===== src/hdl/ecs_pkg.sv =====
// Types and codes shared by the elevator call scheduler.
// Payload structs for the request and status channels, command, direction
// and event codes, register indexes and reset values. No dependencies.
`default_nettype none

package ecs_pkg;

    localparam int FLOOR_W    = 5;
    localparam int FLOORS_MAX = 16;
    localparam int TICK_W     = 8;
    localparam int CFG_IDX_W  = 2;
    localparam int CFG_DATA_W = 8;

    localparam logic [2:0] CMD_TICK  = 3'd0;
    localparam logic [2:0] CMD_CAR   = 3'd1;
    localparam logic [2:0] CMD_HALL  = 3'd2;
    localparam logic [2:0] CMD_OPEN  = 3'd3;
    localparam logic [2:0] CMD_CLOSE = 3'd4;

    localparam logic [1:0] DIR_STOP = 2'd0;
    localparam logic [1:0] DIR_UP   = 2'd1;
    localparam logic [1:0] DIR_DOWN = 2'd2;

    localparam logic [2:0] EV_NONE     = 3'd0;
    localparam logic [2:0] EV_DEP_UP   = 3'd1;
    localparam logic [2:0] EV_DEP_DOWN = 3'd2;
    localparam logic [2:0] EV_STOP     = 3'd3;
    localparam logic [2:0] EV_ARRIVE   = 3'd4;
    localparam logic [2:0] EV_OPEN     = 3'd5;
    localparam logic [2:0] EV_CLOSE    = 3'd6;

    localparam logic [CFG_IDX_W-1:0] REG_MOVE_TICKS = 2'd0;
    localparam logic [CFG_IDX_W-1:0] REG_DOOR_TICKS = 2'd1;
    localparam logic [CFG_IDX_W-1:0] REG_HOME_FLOOR = 2'd2;

    localparam logic [TICK_W-1:0] MOVE_TICKS_RST = 8'd5;
    localparam logic [TICK_W-1:0] DOOR_TICKS_RST = 8'd5;
    localparam int                HOME_FLOOR_RST = 3;

    typedef struct packed {
        logic [2:0]         cmd;
        logic [FLOOR_W-1:0] req_floor;
        logic               hall_dir;
    } ecs_in_t;

    typedef struct packed {
        logic [FLOOR_W-1:0]    cur_floor;
        logic [1:0]            travel_dir;
        logic                  door_is_open;
        logic                  in_motion;
        logic [FLOORS_MAX-1:0] up_pending;
        logic [FLOORS_MAX-1:0] down_pending;
        logic [2:0]            event_res;
    } ecs_out_t;

    typedef struct packed {
        logic                  wr;
        logic [CFG_IDX_W-1:0]  index;
        logic [CFG_DATA_W-1:0] data;
    } ecs_cfg_wr_t;

endpackage

`default_nettype wire


===== src/hdl/ecs_core.sv =====
// Car state, configuration registers and the per-beat scheduling step.
// Produces the status that follows each accepted beat. Uses ecs_pkg.
`default_nettype none

module ecs_core #(
    parameter int FLOORS = 8
) (
    input  wire logic                aclk,
    input  wire logic                aresetn,
    input  wire logic                step_en,
    input  wire ecs_pkg::ecs_in_t    item,
    input  wire ecs_pkg::ecs_cfg_wr_t cfg,
    output ecs_pkg::ecs_out_t        result
);
    import ecs_pkg::*;

    localparam int FW = $clog2(FLOORS + 1);
    localparam logic [FW-1:0] HOME_RST =
        FW'((HOME_FLOOR_RST > FLOORS) ? FLOORS : HOME_FLOOR_RST);
    localparam logic [FLOORS-1:0] ONE_BIT = FLOORS'(1);

    typedef enum logic [1:0] {PH_IDLE, PH_MOVE, PH_DOOR} phase_t;

    logic [TICK_W-1:0] move_ticks_reg, door_ticks_reg;
    logic [FLOORS-1:0] up_reg, down_reg, up_next, down_next;
    logic [FW-1:0]     car_reg, car_next, car_step;
    logic [1:0]        dir_reg, dir_next;
    phase_t            phase_reg, phase_next;
    logic [TICK_W-1:0] timer_reg, timer_next;
    logic              open_reg, open_next, close_reg, close_next;
    logic [2:0]        ev;

    logic [TICK_W:0]     timer_inc;
    logic [FLOORS-1:0]   car_bit, car_le, car_ge, f_bit, f_le, f_ge;
    logic                up_here, up_above, down_here, down_below;
    logic                f_ok, f_gt_car, f_ge_car, up_over_f, down_under_f, to_up;
    logic [FLOOR_W-1:0]  car_ext, cfg_floor;
    logic [FW-1:0]       home_clamped;

    assign timer_inc = {1'b0, timer_reg} + {{TICK_W{1'b0}}, 1'b1};
    assign car_ext   = FLOOR_W'(car_reg);
    assign car_bit   = ONE_BIT << (car_reg - FW'(1));
    assign car_le    = (car_bit << 1) - ONE_BIT;
    assign car_ge    = ~(car_bit - ONE_BIT);
    assign up_here    = |(up_reg & car_bit);
    assign up_above   = |(up_reg & car_ge & ~car_bit);
    assign down_here  = |(down_reg & car_bit);
    assign down_below = |(down_reg & car_le & ~car_bit);

    assign f_ok  = (item.req_floor >= FLOOR_W'(1)) && (item.req_floor <= FLOOR_W'(FLOORS));
    assign f_bit = ONE_BIT << (item.req_floor - FLOOR_W'(1));
    assign f_le  = (f_bit << 1) - ONE_BIT;
    assign f_ge  = ~(f_bit - ONE_BIT);
    assign f_gt_car     = item.req_floor > car_ext;
    assign f_ge_car     = item.req_floor >= car_ext;
    assign up_over_f    = |(up_reg & f_ge & ~f_bit);
    assign down_under_f = |(down_reg & f_le & ~f_bit);

    assign cfg_floor    = cfg.data[FLOOR_W-1:0];
    assign home_clamped = (cfg_floor == '0) ? FW'(1) :
                          (cfg_floor > FLOOR_W'(FLOORS)) ? FW'(FLOORS) : FW'(cfg_floor);

    always_comb begin
        to_up = f_ge_car;
        if (item.cmd == CMD_CAR) begin
            to_up = (dir_reg == DIR_DOWN) ? f_gt_car : f_ge_car;
        end else begin
            case (dir_reg)
                DIR_UP:   to_up = item.hall_dir ? !up_over_f : f_ge_car;
                DIR_DOWN: to_up = item.hall_dir ? f_gt_car : down_under_f;
                default:  to_up = f_ge_car;
            endcase
        end
    end

    always_comb begin
        up_next    = up_reg;
        down_next  = down_reg;
        car_step   = car_reg;
        dir_next   = dir_reg;
        phase_next = phase_reg;
        timer_next = timer_reg;
        open_next  = open_reg;
        close_next = close_reg;
        ev         = EV_NONE;
        if (step_en) begin
            case (item.cmd)
                CMD_TICK: begin
                    case (phase_reg)
                        PH_MOVE: begin
                            if (timer_inc >= {1'b0, move_ticks_reg}) begin
                                phase_next = PH_IDLE;
                                timer_next = '0;
                                if (dir_reg == DIR_UP) begin
                                    if (car_reg >= FW'(FLOORS)) dir_next = DIR_STOP;
                                    else car_step = car_reg + FW'(1);
                                end else if (dir_reg == DIR_DOWN) begin
                                    if (car_reg <= FW'(1)) dir_next = DIR_STOP;
                                    else car_step = car_reg - FW'(1);
                                end
                            end else begin
                                timer_next = timer_inc[TICK_W-1:0];
                            end
                        end
                        PH_DOOR: begin
                            if (open_reg) begin
                                open_next  = 1'b0;
                                timer_next = '0;
                            end else if (close_reg) begin
                                close_next = 1'b0;
                                phase_next = PH_IDLE;
                                timer_next = '0;
                                ev         = EV_CLOSE;
                            end else if (timer_inc >= {1'b0, door_ticks_reg}) begin
                                phase_next = PH_IDLE;
                                timer_next = '0;
                                ev         = EV_CLOSE;
                            end else begin
                                timer_next = timer_inc[TICK_W-1:0];
                            end
                        end
                        default: begin
                            case (dir_reg)
                                DIR_UP: begin
                                    if (up_here) begin
                                        up_next    = up_reg & ~car_bit;
                                        phase_next = PH_DOOR;
                                        timer_next = '0;
                                        open_next  = 1'b0;
                                        ev         = EV_ARRIVE;
                                    end else if (up_above) begin
                                        phase_next = PH_MOVE;
                                        timer_next = '0;
                                        ev         = EV_DEP_UP;
                                    end else begin
                                        dir_next = DIR_STOP;
                                        ev       = EV_STOP;
                                    end
                                end
                                DIR_DOWN: begin
                                    if (down_here) begin
                                        down_next  = down_reg & ~car_bit;
                                        phase_next = PH_DOOR;
                                        timer_next = '0;
                                        open_next  = 1'b0;
                                        ev         = EV_ARRIVE;
                                    end else if (down_below) begin
                                        phase_next = PH_MOVE;
                                        timer_next = '0;
                                        ev         = EV_DEP_DOWN;
                                    end else begin
                                        dir_next = DIR_STOP;
                                        ev       = EV_STOP;
                                    end
                                end
                                default: begin
                                    dir_next = DIR_STOP;
                                    if (open_reg) begin
                                        phase_next = PH_DOOR;
                                        timer_next = '0;
                                        open_next  = 1'b0;
                                        ev         = EV_OPEN;
                                    end else if (up_here) begin
                                        up_next    = up_reg & ~car_bit;
                                        phase_next = PH_DOOR;
                                        timer_next = '0;
                                        ev         = EV_ARRIVE;
                                    end else if (up_above) begin
                                        dir_next   = DIR_UP;
                                        phase_next = PH_MOVE;
                                        timer_next = '0;
                                        ev         = EV_DEP_UP;
                                    end else if (down_here) begin
                                        down_next  = down_reg & ~car_bit;
                                        phase_next = PH_DOOR;
                                        timer_next = '0;
                                        ev         = EV_ARRIVE;
                                    end else if (down_below) begin
                                        dir_next   = DIR_DOWN;
                                        phase_next = PH_MOVE;
                                        timer_next = '0;
                                        ev         = EV_DEP_DOWN;
                                    end
                                end
                            endcase
                        end
                    endcase
                end
                CMD_CAR, CMD_HALL: begin
                    if (f_ok) begin
                        if (to_up) up_next = up_reg | f_bit;
                        else down_next = down_reg | f_bit;
                    end
                end
                CMD_OPEN:  open_next  = 1'b1;
                CMD_CLOSE: close_next = 1'b1;
                default: ;
            endcase
        end
    end

    assign car_next = (cfg.wr && cfg.index == REG_HOME_FLOOR && phase_reg == PH_IDLE) ?
                      home_clamped : car_step;

    always_comb begin
        result.cur_floor    = FLOOR_W'(car_step);
        result.travel_dir   = dir_next;
        result.door_is_open = phase_next == PH_DOOR;
        result.in_motion    = phase_next == PH_MOVE;
        result.up_pending   = FLOORS_MAX'(up_next);
        result.down_pending = FLOORS_MAX'(down_next);
        result.event_res    = ev;
    end

    always_ff @(posedge aclk) begin
        if (!aresetn) begin
            move_ticks_reg <= MOVE_TICKS_RST;
            door_ticks_reg <= DOOR_TICKS_RST;
            up_reg         <= '0;
            down_reg       <= '0;
            car_reg        <= HOME_RST;
            dir_reg        <= DIR_STOP;
            phase_reg      <= PH_IDLE;
            timer_reg      <= '0;
            open_reg       <= 1'b0;
            close_reg      <= 1'b0;
        end else begin
            up_reg    <= up_next;
            down_reg  <= down_next;
            car_reg   <= car_next;
            dir_reg   <= dir_next;
            phase_reg <= phase_next;
            timer_reg <= timer_next;
            open_reg  <= open_next;
            close_reg <= close_next;
            if (cfg.wr) begin
                case (cfg.index)
                    REG_MOVE_TICKS: move_ticks_reg <= (cfg.data == '0) ? TICK_W'(1) : cfg.data;
                    REG_DOOR_TICKS: door_ticks_reg <= (cfg.data == '0) ? TICK_W'(1) : cfg.data;
                    default: ;
                endcase
            end
        end
    end

endmodule

`default_nettype wire


===== src/hdl/elevator_call_scheduler_unit.sv =====
// Elevator call scheduler top level: request, status and register channels.
// Depends on ecs_pkg and ecs_core.
//
// Usage
//   s_valid/s_ready/s_data carry one command beat: tick, car request, hall
//   call, open button or close button. Every accepted beat yields exactly one
//   status beat on m_valid/m_ready/m_data with the car floor, direction, door
//   and motion flags, both pending-stop bitmaps and the event of that beat.
//   cfg_valid/cfg_ready/cfg_index/cfg_data write move_ticks (0), door_ticks
//   (1) and home_floor (2); cfg_ready is always high. Write only while no
//   status beat is outstanding.
//   The status beat is valid the cycle after the command is accepted.
//   Throughput is one beat per cycle while m_ready stays high, set by
//   the single scheduling step between the state and status registers.
//   When the receiver stalls, the status register holds and s_ready drops;
//   a new beat is taken in the same cycle the held one is taken.
//   After aresetn the car is idle on the home floor with no pending stops and
//   the registers hold their defaults; no result is pending.
`default_nettype none

module elevator_call_scheduler_unit #(
    parameter int FLOORS = 8
) (
    input  wire logic                               aclk,
    input  wire logic                               aresetn,
    input  wire logic                               s_valid,
    output logic                                    s_ready,
    input  wire ecs_pkg::ecs_in_t                   s_data,
    output logic                                    m_valid,
    input  wire logic                               m_ready,
    output ecs_pkg::ecs_out_t                       m_data,
    input  wire logic                               cfg_valid,
    output logic                                    cfg_ready,
    input  wire logic [ecs_pkg::CFG_IDX_W-1:0]      cfg_index,
    input  wire logic [ecs_pkg::CFG_DATA_W-1:0]     cfg_data
);
    import ecs_pkg::*;

    logic        m_valid_reg;
    ecs_out_t    m_data_reg;
    ecs_out_t    step_result;
    ecs_cfg_wr_t cfg_wr;
    logic        step_en;

    assign s_ready   = !m_valid_reg || m_ready;
    assign step_en   = s_valid && s_ready;
    assign cfg_ready = 1'b1;
    assign cfg_wr    = '{wr: cfg_valid, index: cfg_index, data: cfg_data};

    ecs_core #(
        .FLOORS(FLOORS)
    ) u_core (
        .aclk    (aclk),
        .aresetn (aresetn),
        .step_en (step_en),
        .item    (s_data),
        .cfg     (cfg_wr),
        .result  (step_result)
    );

    always_ff @(posedge aclk) begin
        if (!aresetn) begin
            m_valid_reg <= 1'b0;
        end else if (step_en) begin
            m_valid_reg <= 1'b1;
        end else if (m_ready) begin
            m_valid_reg <= 1'b0;
        end
    end

    always_ff @(posedge aclk) begin
        if (step_en) begin
            m_data_reg <= step_result;
        end
    end

    assign m_valid = m_valid_reg;
    assign m_data  = m_data_reg;

endmodule

`default_nettype wire


===== config.mk =====
export PLATFORM = sky130hd
export DESIGN_NAME = elevator_call_scheduler_unit
export DESIGN_NICKNAME = d
export VERILOG_FILES = /design/src/hdl/ecs_pkg.sv /design/src/hdl/ecs_core.sv /design/src/hdl/elevator_call_scheduler_unit.sv
export SDC_FILE = /design/constraint.sdc
export NUM_CORES = 1
export LEC_CHECK = 0
export ABC_AREA = 1
export BUFFER_PORTS_ARGS = -buffer_cell sky130_fd_sc_hd__buf_2
export CORE_MARGIN = 1
export CORE_UTILIZATION = 54
export CTS_CLUSTER_SIZE = 25
export DETAILED_ROUTE_END_ITERATION = 8
export PLACE_DENSITY_LB_ADDON = 0.12
export SYNTH_ARGS = -nofsm -noshare
export SYNTH_HDL_FRONTEND = slang
export SYNTH_SLANG_ARGS = --single-unit

===== constraint.sdc =====
create_clock -name aclk -period 3.07 [get_ports aclk]
set_input_delay 0.307 -clock aclk [delete_from_list [all_inputs] [get_ports aclk]]
set_output_delay 0.307 -clock aclk [all_outputs]
set_load 0.02 [all_outputs]

Word level (Yosys, flattened, before mapping) --
Index checks and enable logic that the tools add are counted.
Storage, ports and cells: flip-flop bits (word level) 78, output and inout port bits 47, word-level logic and storage cells 206
Cells by class: add/sub/neg operators 8, order comparisons 9, eq/ne operators 18, shift-type cells 2, multiplexer cells 105, bitwise logic cells 18, reductions and logical operators 28
Operator list (number):
- $mux 8 | 26
- $and 8x8->8 | 12
- $pmux 8 s2 | 6
- $mux 2 | 31
- $reduce_or 8->1 | 6
- $mux 4 | 11
- $not 8->8 | 4
- $sub 8x1->8 const B | 4
- $mux 3 | 9
- $ge 9x8->1 | 2
- $or 8x8->8 | 2
- $pmux 2 s2 | 4
- $pmux 3 s2 | 2
- $mux 1 | 11
- $pmux 1 s2 | 5
- $add 8x1->9 const B | 1
- $eq 2x1->1 const B | 4
- $eq 2x2->1 const B | 4
- $logic_not 8->1 | 1
- $ne 4x3->1 const B | 2
- $shl 1x4->8 const A | 1
- $shl 1x5->8 const A | 1
- $eq 3x2->1 const B | 2
- $reduce_bool 2->1 | 3
- other kinds (26) | 34

Logic depth before layout (Yosys ltp) --
Gate-level depths: netlist of the first run.
depth in word-level cells 16, depth in mapped cells 28, mapped depth without buffers 28

By module --
From an unflattened synthesis of the first run, not the netlist that was laid out.
Second synthesis, totals: cell total of the unflattened synthesis 973, area total of the unflattened synthesis 6800.3 um^2
Modules (own cells, without submodules):
- ecs_core | instances 1, cells each 920, area an instance 5416.4 um^2, seq. area each 1001.0 um^2
- elevator_call_scheduler_unit | instances 1, cells each 53, area an instance 1383.8 um^2, seq. area each 1341.3 um^2

Least setup slack after synthesis of the first run --
Ideal clock, no wire load.
path type register to register, start reg u_core.car_reg[0], end reg m_data_reg, in the netlist m_data[35], data pin, setup time 0.255 ns, arrival 2.735 ns, slack 0.080 ns, cell stages (with the launch flop) 17, path buffers 0, cells stage by stage dfxtp_1 -> inv_1 -> ha_1 -> or2_1 -> nand2_4 -> nand3_2 -> ha_1 -> nand3_1 -> o31ai_1 -> a31oi_2 -> nand2_1 -> a21oi_1 -> o21a_1 -> nand2_1 -> nand2_1 -> nand2_1 -> and2_1
RTL lines:
- from (decl) | line ecs_core.sv:26 | logic [FW-1:0] car_reg, car_next, car_step;
- from (signal assigned) | line ecs_core.sv:230 | car_reg <= car_next;
- to (signal assigned) | line elevator_call_scheduler_unit.sv:73 | m_data_reg <= step_result;
- to (decl) | line elevator_call_scheduler_unit.sv:40 | ecs_out_t m_data_reg;

==> results of run 1 <==
synthesized netlist by cell type, types with 2 or more instances:
cell type / number
sky130_fd_sc_hd__buf_4: 18
sky130_fd_sc_hd__o21ai_2: 2
sky130_fd_sc_hd__o221ai_1: 3
sky130_fd_sc_hd__buf_1: 2
sky130_fd_sc_hd__nand2_4: 2
sky130_fd_sc_hd__nand2_1: 243
sky130_fd_sc_hd__nor2_1: 86
sky130_fd_sc_hd__ha_1: 38
sky130_fd_sc_hd__conb_1: 2
sky130_fd_sc_hd__nand3_4: 5
sky130_fd_sc_hd__nand3_2: 5
sky130_fd_sc_hd__or2_1: 2
sky130_fd_sc_hd__nand2_2: 4
sky130_fd_sc_hd__o21ai_0: 55
sky130_fd_sc_hd__a21oi_1: 87
sky130_fd_sc_hd__nand3b_1: 2
sky130_fd_sc_hd__o311ai_0: 9
sky130_fd_sc_hd__nor2_2: 2
sky130_fd_sc_hd__and2_1: 3
sky130_fd_sc_hd__clkbuf_1: 20
sky130_fd_sc_hd__nand3_1: 51
sky130_fd_sc_hd__o21ai_1: 6
sky130_fd_sc_hd__o21a_1: 2
sky130_fd_sc_hd__nor3_1: 6
sky130_fd_sc_hd__dfxtp_1: 51
sky130_fd_sc_hd__o22ai_1: 11
sky130_fd_sc_hd__a211oi_1: 2
sky130_fd_sc_hd__clkinv_1: 4
sky130_fd_sc_hd__xor2_1: 10
sky130_fd_sc_hd__a31oi_1: 9
sky130_fd_sc_hd__nand4_1: 24
sky130_fd_sc_hd__inv_1: 104
sky130_fd_sc_hd__inv_2: 5
sky130_fd_sc_hd__edfxtp_1: 27
sky130_fd_sc_hd__o211ai_1: 17
power by group:
part / internal [W] / switching [W]
Combinational: 0.000212 / 0.000392
Clock: 0.000596 / 0.000447
Sequential: 0.00111 / 0.0000244
Total: 0.00192 / 0.000863
how the worst max path moves through the flow:
stage | start | endpoint | slack (ns) | cells after the start
6_report | u_core.car_reg[1]$_SDFF_PN1_ | m_data[9]$_DFFE_PP_ | 0.14 | 17
5_1_grt | u_core.timer_reg[0]$_SDFFE_PN0P_ | m_data[36]$_DFFE_PP_ | -0.05 | 20
3_3_place_gp | u_core.timer_reg[1]$_SDFFE_PN0P_ | u_core.timer_reg[0]$_SDFFE_PN0P_ | -0.08 | 17
4_1_cts | u_core.timer_reg[1]$_SDFFE_PN0P_ | m_data[36]$_DFFE_PP_ | 0.006 | 21
2_1_floorplan | u_core.car_reg[0]$_SDFF_PN1_ | m_data[35]$_DFFE_PP_ | 0.08 | 16
3_5_place_dp | u_core.timer_reg[1]$_SDFFE_PN0P_ | u_core.timer_reg[0]$_SDFFE_PN0P_ | -0.23 | 17
layer usage:
| layer | vias up | GRT usage (%) |
|---|---|---|
| met1 | 3031 | 41.6 |
| met2 | 351 | 48.4 |
| met5 | - | 0 |
| li1 | 3361 | - |
| met3 | 52 | 7.23 |
| met4 | 0 | 14.0 |
placed cells by master, fill, tap and decap left out, types with 3 or more instances in the layout:
cell type	count
sky130_fd_sc_hd__nand4_1	24
sky130_fd_sc_hd__nor3_1	6
sky130_fd_sc_hd__clkbuf_16	10
sky130_fd_sc_hd__clkinv_1	4
sky130_fd_sc_hd__o21ai_2	3
sky130_fd_sc_hd__o211ai_1	17
sky130_fd_sc_hd__o21ai_0	50
sky130_fd_sc_hd__nand2_2	9
sky130_fd_sc_hd__nand3_4	7
sky130_fd_sc_hd__a31oi_1	9
sky130_fd_sc_hd__edfxtp_1	27
sky130_fd_sc_hd__buf_2	52
sky130_fd_sc_hd__xor2_1	10
sky130_fd_sc_hd__o311ai_0	8
sky130_fd_sc_hd__conb_1	18
sky130_fd_sc_hd__o21ai_1	9
sky130_fd_sc_hd__buf_4	70
sky130_fd_sc_hd__a21oi_1	85
sky130_fd_sc_hd__inv_2	10
sky130_fd_sc_hd__clkinv_2	3
sky130_fd_sc_hd__dfxtp_2	3
sky130_fd_sc_hd__ha_1	32
sky130_fd_sc_hd__ha_4	5
sky130_fd_sc_hd__o22ai_1	11
sky130_fd_sc_hd__nor2_2	5
sky130_fd_sc_hd__nor2_1	82
sky130_fd_sc_hd__nand2_1	238
sky130_fd_sc_hd__nand3_1	46
sky130_fd_sc_hd__o221ai_1	3
sky130_fd_sc_hd__dfxtp_1	46
sky130_fd_sc_hd__inv_1	99
sky130_fd_sc_hd__nand3_2	9
sky130_fd_sc_hd__and2_1	3
stage by stage:
stage                     hold slack (ns)  total power (W)
after global routing                0.257          0.00291
after detailed placement            0.461          0.00170
final                               0.242          0.00278
after global placement              0.455          0.00169
after CTS                           0.236          0.00274
after floorplan                     0.433          0.00152
cell families after synthesis:
family,share of synthesized area [%]
compound gates,19.4
xor+xnor,1.97
fa+ha+maj,7.57
buf+inv,10.6
flops,29.2
other cells,0.120
simple gates,31.2
timing repair:
item | in CTS | in global routing
gates resized for setup | 2 | 54
pin swaps | 0 | 10
setup buffers | 0 | 11
setup endpoints to repair | 8 | 56
gates cloned | 0 | 1
worst min-delay path, stage by stage:
cell and delay, ns:
sky130_fd_sc_hd__buf_2 0.07, sky130_fd_sc_hd__inv_1 0.03, sky130_fd_sc_hd__nand2_1 0.07, sky130_fd_sc_hd__a21oi_1 0.06
area by class of cell:
class | count | area share, %
multi-input combinational | 721 | 53.4
sequential | 78 | 24.3
timing repair buffer | 124 | 10.6
inverter | 114 | 5.67
clock buffer | 11 | 3.35
tap | 143 | 2.36
clock inverter | 5 | 0.396
==> results.txt, run 1 <==
The logs give 9 for the number of buffers inserted during clock tree synthesis and 3.18 ns for the endpoint required time on the critical path. Least setup slack across all paths after layout: 0.138 ns. Subtracting the final worst setup slack from the clock period gives 2.93 ns. For the leakage power, the log shows 3.57 nW. The class of the most critical setup path was reg2reg. Via count of the first global-routing pass: 5936.

In this run the most critical hold path is launched from m_ready. The clock tree synthesis step divided the H-tree into 3 levels. The depth of the worst register-to-register path is 17. The upper clock frequency limit came out at 341 MHz.

The number of hold buffers added after CTS was 0; the total of warnings raised by yosys was 0. After synthesis the netlist holds a flip-flop and latch count of 78. The post-synthesis instance area came out at 6280 um2.

The tools report the post-DP HPWL as 13.4 mm. The share of flip-flops with an asynchronous set or reset after synthesis is 0%. The fraction of final layout cells sized beyond drive strength 1 is 19.7%, and the area enclosed by the die boundary is 12100 um2. The tools report the clock skew after layout as 0.00759 ns. The run gives -0.228 ns as the placement-stage worst setup slack. In this run the worst path has a maximum fanout of 7. The repair_antennas step left the layout with diodes totalling 0. Summed over its instances, the top area cell type makes up 16.3% of the synthesized netlist area.

The most used flip-flop cell after synthesis is sky130_fd_sc_hd__dfxtp_1. The via density per instance came out at 5.68. The routed length on met3 was 1.72 mm. The cell type of the slowest stage on the worst timing path was sky130_fd_sc_hd__dfxtp_1.

The post-detailed-routing wire length came out at 18.5 mm. At the end of the flow the core is filled with cells to 66.8%. The capture instance of the worst register-to-register path was m_data[9]$_DFFE_PP_. The core region is 11400 um2. The number of synthesized flops with an enable pin was 27.

The number of placed instances, taps included, is 1168. Entering global routing, the biggest net connects 45 pins. Amount of wire on met2 after detailed routing: 8.20 mm. After the last flow step, the layout net total stands at 1110. Synthesis produced a netlist whose cell count is 938. The startpoint identified for the worst register-to-register timing path is u_core.car_reg[1]$_SDFF_PN1_.

Setup violations remaining at the end of the flow were counted as 0. Routability-driven placement finished with a final weighted congestion of 0.957. The first global-routing pass estimated 29.1 mm of wire. For the max-slew violation total from the final report, the log shows 0. The buffer cell driving the clock tree root was sky130_fd_sc_hd__clkbuf_16. For hold timing, the worst endpoint is m_valid$_SDFFE_PN0P_.

The biggest area consumer among synthesized cells was sky130_fd_sc_hd__dfxtp_1. The number of buffers added on ports is 52. The sum of negative setup slack is 0 ns. For this run the aggregate overflow at the end of global routing stands at 0. The transition time at the pin with the least slew margin was 0.697 ns; the total number of clock tree sinks was 78. In this run the horizontal extent of the chip is 110 um. Broken down by cell family, the worst path's largest delay share belongs to simple AND/OR/NAND/NOR gates. The detail route stage leaves a number of antenna-violating nets equal to 0. For this run, the slowest stage of the critical path takes 0.34 ns.

For the global-route usage over all layers, the log shows 31.4%. The clock insertion delay at the later pin of the skew report is 0.35 ns. Traced cell by cell, the critical path runs through inv_2 -> ha_2 -> or2_4 -> nand2_4 -> nand3_4 -> ha_4 -> nand3_1 -> o31ai_1 -> a31oi_2 -> nand3_4 -> buf_4 -> nor2_1 -> o21ai_0 -> nand2_1 -> nand2_1 -> nand2_1 -> nand2_1. The flow ran to the end, and the final reports show no timing, DRC or antenna violations.

The filler cells instantiated in the layout total 1034. The kind of end point of the critical path was a flip-flop. For the first-pass iteration count of the detailed router, the log shows 5.

The tightest slew margin relative to the limit is 53.5%, and the number of antenna violations at the first check in global routing is 0. The tools report the max-cap check violation count as 0. For the data arrival at the endpoint of the critical path, the log shows 3.04 ns. The cell repeated most along the worst path is sky130_fd_sc_hd__nand2_1.

Once layout is done, the placed cells without fillers occupy 7590 um2. Signal routing reaches up to met4. In the finished design, the share of the clock period the worst path needs comes to 95.5%. After synthesis, the netlist uses 54 different library cells. The register with the most flip-flops in the layout has 27 of them. The count of cells in the finished layout, fillers not included, comes to 1196. The critical path contains buffers and inverters numbering 2 combined.

Detailed routing inserted a total of 6795 vias. The run gives 1840 um2 as the area occupied by registers. The worst hold path belongs to the class in2reg. After detailed routing, the average wire length per cell comes to 15.5 um. The starting density of the core was 55.2%; the number of endpoints with negative hold slack in the final report was 0. Counting along the longest clock path gives a buffer depth of 2. During I/O placement, the number of pins put on the boundary was 71.

For this run, the register share of the synthesized area comes to 29.2%. The floorplan die height was 110 um; the starting DRC count in detailed routing was 646. The detailed router put a total of 8.06 mm of wire on met1. The clock-pin slew on the worst setup and hold paths came out at 0.06 ns.

TritonCTS built the clock tree. The worst hold path passes through 4 cells. The power per cell area was 366 nW/um2. The DRC violation count after routing was 0.

The relative area change from synthesis to final layout is 20.9%, and the register-to-register path setup slack is 0.14 ns. Averaged over all synthesized cells, the footprint is 6.69 um2. The total area of multi-input combinational cells is 4050 um2, and the post-place instance area is 7000 um2.

The worst ir drop on vdd came out at 0.390 mV. The floorplan has 39 rows. Yosys attributes the largest share of cell area to sky130_fd_sc_hd__dfxtp_1 (16%), sky130_fd_sc_hd__nand2_1 (15%), sky130_fd_sc_hd__edfxtp_1 (13%). STA classifies the critical path startpoint as a flip-flop.
Power figures use the tool's default switching activity.
==> run 2, diff against run 1 <==
ABC_AREA = not set   (was 1)
CORE_MARGIN = 2   (was 1)
GPL_ROUTABILITY_DRIVEN = 0   (was not set)
==> run 2 against run 1 <==
Against the previous run: cell count decreased by 13%; hold slack got worse by 0.056 ns; fmax decreased by 4.1%; area after synthesis decreased by 3.8%; first-iteration DRC count increased by 2.8%; combinational power increased by 38%; via count decreased by 2.8%; clock power decreased by 24%; largest cell class unchanged.
==> results.txt, run 2 <==
The depth of the worst register-to-register path works out to 14 (-3). Biggest area consumer among synthesized cells: sky130_fd_sc_hd__dfxtp_1. The number of antenna diodes was 0 (unchanged); the cell depth of the worst hold path was 3 (-1). In the post-synthesis netlist, the cell with the most instances is sky130_fd_sc_hd__nand2_1.

The number of buffers added on ports is 52 (unchanged), and the pin count of the biggest net entering global routing is 31 (-31%). The layer carrying the most global-route usage is met2. The run gives 2 (unchanged) as the number of buffers on the longest clock path. The shortest clock period the worst path allows after layout is 3.06 ns (+0.125 ns), and the least setup slack across all paths after layout is 0.0132 ns (-0.125 ns). The commonest cells after synthesis are sky130_fd_sc_hd__nand2_1 (70), sky130_fd_sc_hd__nor2_1 (63), sky130_fd_sc_hd__dfxtp_1 (51). The starting DRC count in detailed routing is 664 (+2.8%), and the number of nets with antenna violations after routing is 0 (unchanged). The run gives 3 (unchanged) as the level count of the clock H-tree.

The run finished with clean final reports. The number of buffers inserted during clock tree synthesis is 9 (unchanged), and the area share of the leading cell type in the synthesized netlist is 16.9% (+0.64 points). Relative to the synthesized area, the layout overhead comes to 31.7%. The logs give 32.5% (+1.1 points) for the global-route usage over all layers and -0.334 ns (-0.107 ns) for the placement-stage worst setup slack. Number of nets in the layout: 961 (-13%). Clock insertion delay at the later pin of the skew report: 0.37 ns (+0.02 ns).

The path category of the worst min-delay check was in2reg. The clock-pin slew on the worst setup and hold paths works out to 0.08 ns (+0.02 ns). The run gives 7960 um2 (+4.8%) as the cell area after layout. Total grt overflow: 0 (unchanged).

The total number of clock tree sinks came out at 78 (unchanged). The register-to-register path setup slack is 0.01 ns (-0.12 ns), and the maximum cell stage delay along the critical path is 0.41 ns (+0.07 ns). The leading cell type in the layout, fill and taps excluded is sky130_fd_sc_hd__buf_4. The logs give 6040 um2 (-3.8%) for the post-synthesis instance area and 0 (unchanged) for the total of warnings raised by yosys. The final cell utilization of the core came out at 73.1% (+6.3 points).

By startpoint and endpoint, the worst setup path is classified as reg2reg. STA classifies the critical path endpoint as a flip-flop. The tools report the number of rows created at floorplan as 38 (-2.6%).

The clock skew after layout was 0.0125 ns (+0.00493 ns). By area the synthesized netlist is led by sky130_fd_sc_hd__dfxtp_1 (17%), sky130_fd_sc_hd__edfxtp_1 (13%), sky130_fd_sc_hd__ha_1 (7.9%). For the share of synthesized area occupied by flip-flops and latches, the log shows 30.3% (+1.1 points).

For the first-pass iteration count of the detailed router, the log shows 6 (+1). The tree is rooted in a sky130_fd_sc_hd__clkbuf_8. The run gives 51.0% (-2.4 points) as the tightest slew margin relative to the limit. The logs give 30.6 mm (+5.2%) for the first-pass GRT wire length and 19.4 mm (+4.6%) for the post-detailed-routing wire length. The maximum fanout along the worst path is 6 (-1).

For the endpoint required time on the critical path, the log shows 3.33 ns (+0.15 ns). The number of flip-flops under the largest register name was 27 (unchanged). Most used flip-flop cell after synthesis: sky130_fd_sc_hd__dfxtp_1. Setup repair after global routing could not meet its margin everywhere.

For the DRC violation count after routing, the log shows 0 (unchanged). The post-DP HPWL is 14.6 mm (+8.6%), and the via density per instance is 6.32 (+11%). The number of inserted filler cells in the final layout is 817 (-21%), and the transition time at the pin with the least slew margin is 0.729 ns (+0.0323 ns). The fraction of final layout cells sized beyond drive strength 1 is 32.3% (+13 points), and the post-place instance area is 7380 um2 (+5.4%). For the number of cells produced by synthesis, the log shows 741 (-21%). The most numerous cell type found on the critical path is sky130_fd_sc_hd__buf_4.

For hold timing, the worst endpoint is m_valid$_SDFFE_PN0P_. The number of failing setup endpoints in the final timing report was 0 (unchanged); the power per cell area was 345 nW/um2 (-5.7%). The tools report the number of endpoints with negative hold slack in the final report as 0 (unchanged). The tools report the kind of start point of the critical path as a flip-flop. X dimension of the die: 110 um (about the same).

The logs give 3.31 ns (+0.27 ns) for the data arrival at the endpoint of the critical path and 0.00275 W (-1.1%) for the overall power of the completed layout. For the worst ir drop on vdd, the log shows 0.310 mV (-20%). TritonCTS built the clock tree. For the area enclosed by the die boundary, the log shows 12100 um2 (about the same). The startpoint identified for the worst register-to-register timing path is u_core.car_reg[0]$_SDFF_PN1_. The beginning of the worst hold path was s_valid. The run gives 6.05% (-1.2 points) as the met3 capacity usage during global routing. The share of flip-flops with an asynchronous set or reset after synthesis is 0% (unchanged), and the per-cell routed wire length is 18.5 um (+20%). The per-instance average area after synthesis was 8.16 um2 (+22%).

Traced cell by cell, the critical path runs through buf_4 -> ha_1 -> buf_4 -> buf_4 -> a222oi_1 -> o221ai_2 -> a22oi_4 -> buf_4 -> and2_1 -> a31o_4 -> buf_6 -> nor3_2 -> a21o_1 -> a22o_1. The capture instance of the worst register-to-register path was u_core.timer_reg[3]$_SDFFE_PN0P_. The I/O pin count is 71 (unchanged). The final period utilization was 99.6% (+4.1 points); the met2 capacity usage during global routing was 56.4% (+8.0 points). The run gives 55.5% (+0.27 points) as the starting density of the core. The max-slew violation total from the final report is 0 (unchanged), and the leakage power is 3.31 nW (-7.1%). For the distinct cell type count of the synthesized netlist, the log shows 88 (+63%).

The run gives 39.0% (-2.6 points) as the routing usage on met1. The library cells used most frequently in the layout, excluding fill and tap cells, are sky130_fd_sc_hd__buf_4 (128), sky130_fd_sc_hd__nand2_1 (68), sky130_fd_sc_hd__nor2_1 (59), sky130_fd_sc_hd__buf_2 (52), sky130_fd_sc_hd__dfxtp_1 (45). The largest individual stage delay along the critical path comes from the cell sky130_fd_sc_hd__a222oi_1.

The floorplan die height was 110 um (about the same); the number of synthesized flops with an enable pin was 27 (unchanged). The via count of the first global-routing pass came out at 6348 (+6.9%). The overall via count from detail_route is 6603 (-2.8%), and the core region area is 10900 um2 (-4.2%). For the max-cap check violation count, the log shows 0 (unchanged). The upper clock frequency limit was 327 MHz (-4.1%); the number of antenna violations at the first check in global routing was 0 (unchanged).

The flip-flop and latch count after synthesis is 78 (unchanged).
[run 2: cell count changes in the layout (fill, tap and decap cells not counted), sizes merged, moves of 26 or more]
cell,previous run,this run
a21oi,87,47
buf,123,187
inv,112,45
nand2,249,71
nand3,62,26
nor2,89,63
[run 2: timing repair]
action,in CTS,in global routing
endpoints found under the setup margin,28,47
buffers inserted,1,8
cloned,0,0
gates resized for setup,19,55
hold buffers,0,0
pin swaps,2,30
[run 2: cell type report]
class                           count  area (um2)  share of cell area (%)
Clock buffer                       11         141                    1.78
Clock inverter                      5        50.0                   0.629
Inverter                           45         181                    2.28
Multi-Input combinational cell    578        4250                    53.4
Tap cell                          140         175                    2.20
Timing Repair Buffer              187        1310                    16.5
Sequential cell                    78        1850                    23.2
[run 2: worst max-delay path by stage]
stage	startpoint	end	slack, ns	depth (start not counted)
after floorplan	u_core.car_reg[1]$_SDFF_PN1_	u_core.timer_reg[0]$_SDFFE_PN0P_	-0.20	19
after global placement	s_data[1]	u_core.down_reg[6]$_SDFF_PN0_	-0.14	16
after detailed placement	s_data[1]	m_data[25]$_DFFE_PP_	-0.33	16
after CTS	u_core.car_reg[0]$_SDFF_PN1_	u_core.timer_reg[3]$_SDFFE_PN0P_	-0.008	14
after global routing	u_core.car_reg[0]$_SDFF_PN1_	u_core.timer_reg[3]$_SDFFE_PN0P_	-0.14	14
final	u_core.car_reg[0]$_SDFF_PN1_	u_core.timer_reg[3]$_SDFFE_PN0P_	0.01	14
[run 2: per-layer routing]
layer,wire length [um],share of wire (%),up-vias
li1,-,-,3050
met1,7470,39,3080
met2,9340,48,383
met3,1660,8.6,90
met4,892,4.6,0
met5,0,0,-
[run 2: power by group]
group | switching [W] | leakage [nW] | internal [W] | total, W
combinational | 0.000473 | 2.52 | 0.000363 | 0.000836
sequential | 0.0000207 | 0.686 | 0.00110 | 0.00112
clock | 0.000395 | 0.103 | 0.000393 | 0.000788
[run 2: kinds of logic (layout without fill, tap and decap cells)]
family / after synthesis / after routing / synth area share, %
AO/OA/AOI/OAI: 240 / 240 / 28.3
XOR/XNOR: 9 / 9 / 1.30
adder cells (fa/ha/maj): 38 / 38 / 7.87
buffers and inverters: 101 / 248 / 7.99
flip-flops: 78 / 78 / 30.3
multiplexers: 10 / 10 / 1.76
other: 2 / 18 / 0.124
AND/OR/NAND/NOR: 263 / 263 / 22.3
[run 2: critical path, delay by kind of cell, from the launching register on]
kind / cells / cell delay, ns
AO/OA/AOI/OAI: 6 / 1.37
buffers and inverters: 5 / 0.75
flip-flops: 1 / 0.34
adder cells (fa/ha/maj): 1 / 0.23
AND/OR/NAND/NOR: 2 / 0.23
[run 2: per-stage QoR]
step                hold slack [ns]  setup TNS, ns  std cells
CTS                           0.191       -0.00838       1036
floorplan                     0.436          -2.57        757
finish                        0.186              0       1044
detailed placement            0.491          -7.99       1019
global placement              0.472          -2.55       1019
global route                  0.196          -1.80       1044
==> run 3, diff against run 2 <==
MAX_ROUTING_LAYER = met4   (was not set)
==> run 3 against run 2 <==
Against the previous run: the run now ends with setup timing left; final area did not move; via count is 0.41% lower; clock skew increased by 0.0016 ns; critical endpoint unchanged; sequential cell count unchanged; clock power about the same; combinational power barely moved; highest routed layer unchanged; worst setup slack worse by 0.014 ns; critical path type unchanged; fmax fell by 0.46%.
==> results.txt, run 3 (synthesis results as in run 2) <==
The overall via count from detail_route is 6576 (-0.41%). The tools report the post-DP HPWL as 14.6 mm (unchanged). The fraction of final layout cells sized beyond drive strength 1 is 32.3% (unchanged).

The tools report the max-slew violation total from the final report as 0 (unchanged). The area enclosed by the die boundary is 12100 um2 (unchanged). The logs give 0 (unchanged) for the total grt overflow and 55.5% (unchanged) for the starting density of the core. The path with the worst hold slack has its endpoint at m_valid$_SDFFE_PN0P_.

Post-detailed-routing wire length: 19.4 mm (about the same). The class of the most critical setup path is reg2reg. The pin count of the biggest net entering global routing is 31 (unchanged), and the global-route usage over all layers is 33.4% (+0.93 points). The number of nets with antenna violations after routing came out at 0 (unchanged).

The shortest clock period the worst path allows after layout came out at 3.07 ns (+0.0142 ns). The logs give 30.4% (about the same) for the part of the total power dissipated in combinational logic and 0 (unchanged) for the number of antenna violations at the first check in global routing. The endpoint required time on the critical path was 3.32 ns (about the same). Leaving out fill and tap cells, the most frequent cell in the layout is sky130_fd_sc_hd__buf_4.

The post-place instance area was 7380 um2 (unchanged). The cell repeated most along the worst path was sky130_fd_sc_hd__buf_4. The clock insertion delay at the later pin of the skew report was 0.37 ns (about the same). Traced cell by cell, the critical path runs through inv_6 -> buf_4 -> ha_2 -> buf_4 -> a222oi_1 -> o221ai_2 -> a22oi_4 -> buf_4 -> and2_1 -> a31o_4 -> buf_6 -> nor3_2 -> a21o_1 -> a22o_1.

Number of flip-flops under the largest register name: 27 (unchanged). The DRC violation count after routing is 0 (unchanged), and the data arrival at the endpoint of the critical path is 3.33 ns (+0.02 ns). The core region area was 10900 um2 (unchanged).

Number of buffers added on ports: 52 (unchanged). The power per cell area is 345 nW/um2 (-0.14%), and the transition time at the pin with the least slew margin is 0.732 ns (+0.00277 ns). Maximum fanout along the worst path: 7 (+1). The path category of the worst min-delay check was in2reg.

Level count of the clock H-tree: 3 (unchanged). Per-cell routed wire length: 18.5 um (about the same). The relative area change from synthesis to final layout came out at 31.7% (unchanged). The endpoint identified for the worst register-to-register timing path is u_core.timer_reg[3]$_SDFFE_PN0P_.

X dimension of the die: 110 um (unchanged). The final reports fail on setup timing. Clock skew after layout: 0.0141 ns (+0.00161 ns). The logs give 2 (unchanged) for the number of buffers on the longest clock path and 78 (unchanged) for the total number of clock tree sinks. The run gives 7960 um2 (unchanged) as the cell area after layout.

The maximum cell stage delay along the critical path is 0.52 ns (+0.11 ns), and the number of endpoints with negative hold slack in the final report is 0 (unchanged). The max-cap check violation count was 0 (unchanged); the worst ir drop on vdd was 0.306 mV (-1.4%). The relative contribution of sequential cells to total power is 41.0% (about the same), and the cell depth of the worst hold path is 3 (unchanged). The kind of start point of the critical path is a flip-flop.

The depth of the worst register-to-register path was 14 (unchanged); the number of nets in the layout was 961 (unchanged). Clock-pin slew on the worst setup and hold paths: 0.08 ns (about the same). Beginning of the worst hold path: s_valid.

The run gives 0.00275 W (-0.14%) as the overall power of the completed layout. Least setup slack across all paths after layout: -0.000993 ns (-0.0142 ns). The logs give 38 (unchanged) for the number of rows created at floorplan and 30.7 mm (+0.14%) for the first-pass GRT wire length. The internal power consumption is 0.00186 W (about the same), and the first-pass iteration count of the detailed router is 6 (unchanged). Clock tree synthesis selected as its root buffer the cell sky130_fd_sc_hd__clkbuf_8. Starting DRC count in detailed routing: 698 (+5.1%). The floorplan die height is 110 um (unchanged). The library cells used most frequently in the layout, excluding fill and tap cells, are sky130_fd_sc_hd__buf_4 (128), sky130_fd_sc_hd__nand2_1 (68), sky130_fd_sc_hd__nor2_1 (59), sky130_fd_sc_hd__buf_2 (52), sky130_fd_sc_hd__dfxtp_1 (45).

For the number of antenna diodes, the log shows 0 (unchanged). The number of failing setup endpoints in the final timing report was 1 (+1). Portion of total power attributed to the clock network: 28.6% (about the same). The run gives 0.000885 W (-0.43%) as the total net switching power. The final period utilization was 100% (+0.46 points). Setup repair after global routing could not meet its margin everywhere.

The worst register-to-register path begins at u_core.car_reg[1]$_SDFF_PN1_. The flow ran to the end, but the final reports show violations. The via density per instance is 6.30 (-0.41%), and the register-to-register path setup slack is -0.001 ns (about the same).

The fraction of power spent switching nets came out at 32.2% (-0.097 points). STA classifies the critical path endpoint as a flip-flop. The number of hold buffers added after CTS was 0 (unchanged).

TritonCTS built the clock tree. Via count of the first global-routing pass: 6338 (-0.16%). The cell type of the slowest stage on the worst timing path is sky130_fd_sc_hd__a222oi_1.

The leakage power was 3.31 nW (about the same); the I/O pin count was 71 (unchanged). The number of buffers inserted during clock tree synthesis is 9 (unchanged). The logs give 50.8% (-0.19 points) for the tightest slew margin relative to the limit and 326 MHz (-0.46%) for the upper clock frequency limit.
## run 3: cell counts in the layout (fill, tap and decap cells not counted)
No cell type changed its count.
## run 3: metrics by stage
stage	utilization [%]	instances	setup WS, ns	hold slack (ns)	TNS (ns)
2_1_floorplan	-	757	-0.201	0.436	-2.57
6_report	73.1	1044	-0.000993	0.186	-0.000993
3_5_place_dp	67.8	1019	-0.334	0.491	-7.99
3_3_place_gp	67.8	1019	-0.137	0.472	-2.55
5_1_grt	73.1	1044	-0.143	0.194	-1.78
4_1_cts	70.3	1036	-0.00838	0.191	-0.00838
## run 3: worst max path at each step
stage               depth (start not counted)                         start                          endpoint  slack (ns)
floorplan                                  19  u_core.car_reg[1]$_SDFF_PN1_  u_core.timer_reg[0]$_SDFFE_PN0P_       -0.20
global placement                           16                     s_data[1]     u_core.down_reg[6]$_SDFF_PN0_       -0.14
detailed placement                         16                     s_data[1]              m_data[25]$_DFFE_PP_       -0.33
CTS                                        14  u_core.car_reg[0]$_SDFF_PN1_  u_core.timer_reg[3]$_SDFFE_PN0P_      -0.008
global route                               14  u_core.car_reg[0]$_SDFF_PN1_  u_core.timer_reg[3]$_SDFFE_PN0P_       -0.14
finish                                     14  u_core.car_reg[1]$_SDFF_PN1_  u_core.timer_reg[3]$_SDFFE_PN0P_      -0.001
## run 3: metal layers
metal	wire length, um	global-route usage, %	vias up
met3	1670	6.05	89
met4	898	14.1	0
li1	-	-	3047
met5	0	-	-
met2	9340	56.4	377
met1	7450	39.0	3063
## run 3: layout make-up
type,instances,area (um2)
inverter,45,181
multi-input combinational,578,4250
timing repair buffer,187,1310
sequential,78,1850
clock buffer,11,141
clock inverter,5,50.0
fill,817,2930
tap,140,175
## run 3: repair_timing
item,4_1_cts,5_1_grt
gates resized for setup,19,55
setup buffers,1,8
endpoints found under the setup margin,28,47
cloned,0,0
hold endpoints to repair,0,0
pin swaps,2,30
## run 3: worst max-delay path: cells and delay by family, from the launching register on
kind | cells | cell delay (ns)
buffers and inverters | 5 | 0.62
AOI/OAI and AO/OA | 6 | 1.49
adders and majority gates | 1 | 0.23
DFF | 1 | 0.39
and+or+nand+nor | 2 | 0.23
## run 3: power by group through the flow
stage,Clock (W),Sequential [W],Combinational [W]
finish,0.000785,0.00112,0.000835
global placement,0,0.00115,0.000720
detailed placement,0,0.00115,0.000741
CTS,0.000787,0.00113,0.000762
floorplan,0,0.00117,0.000453
global route,0.000834,0.00113,0.000892
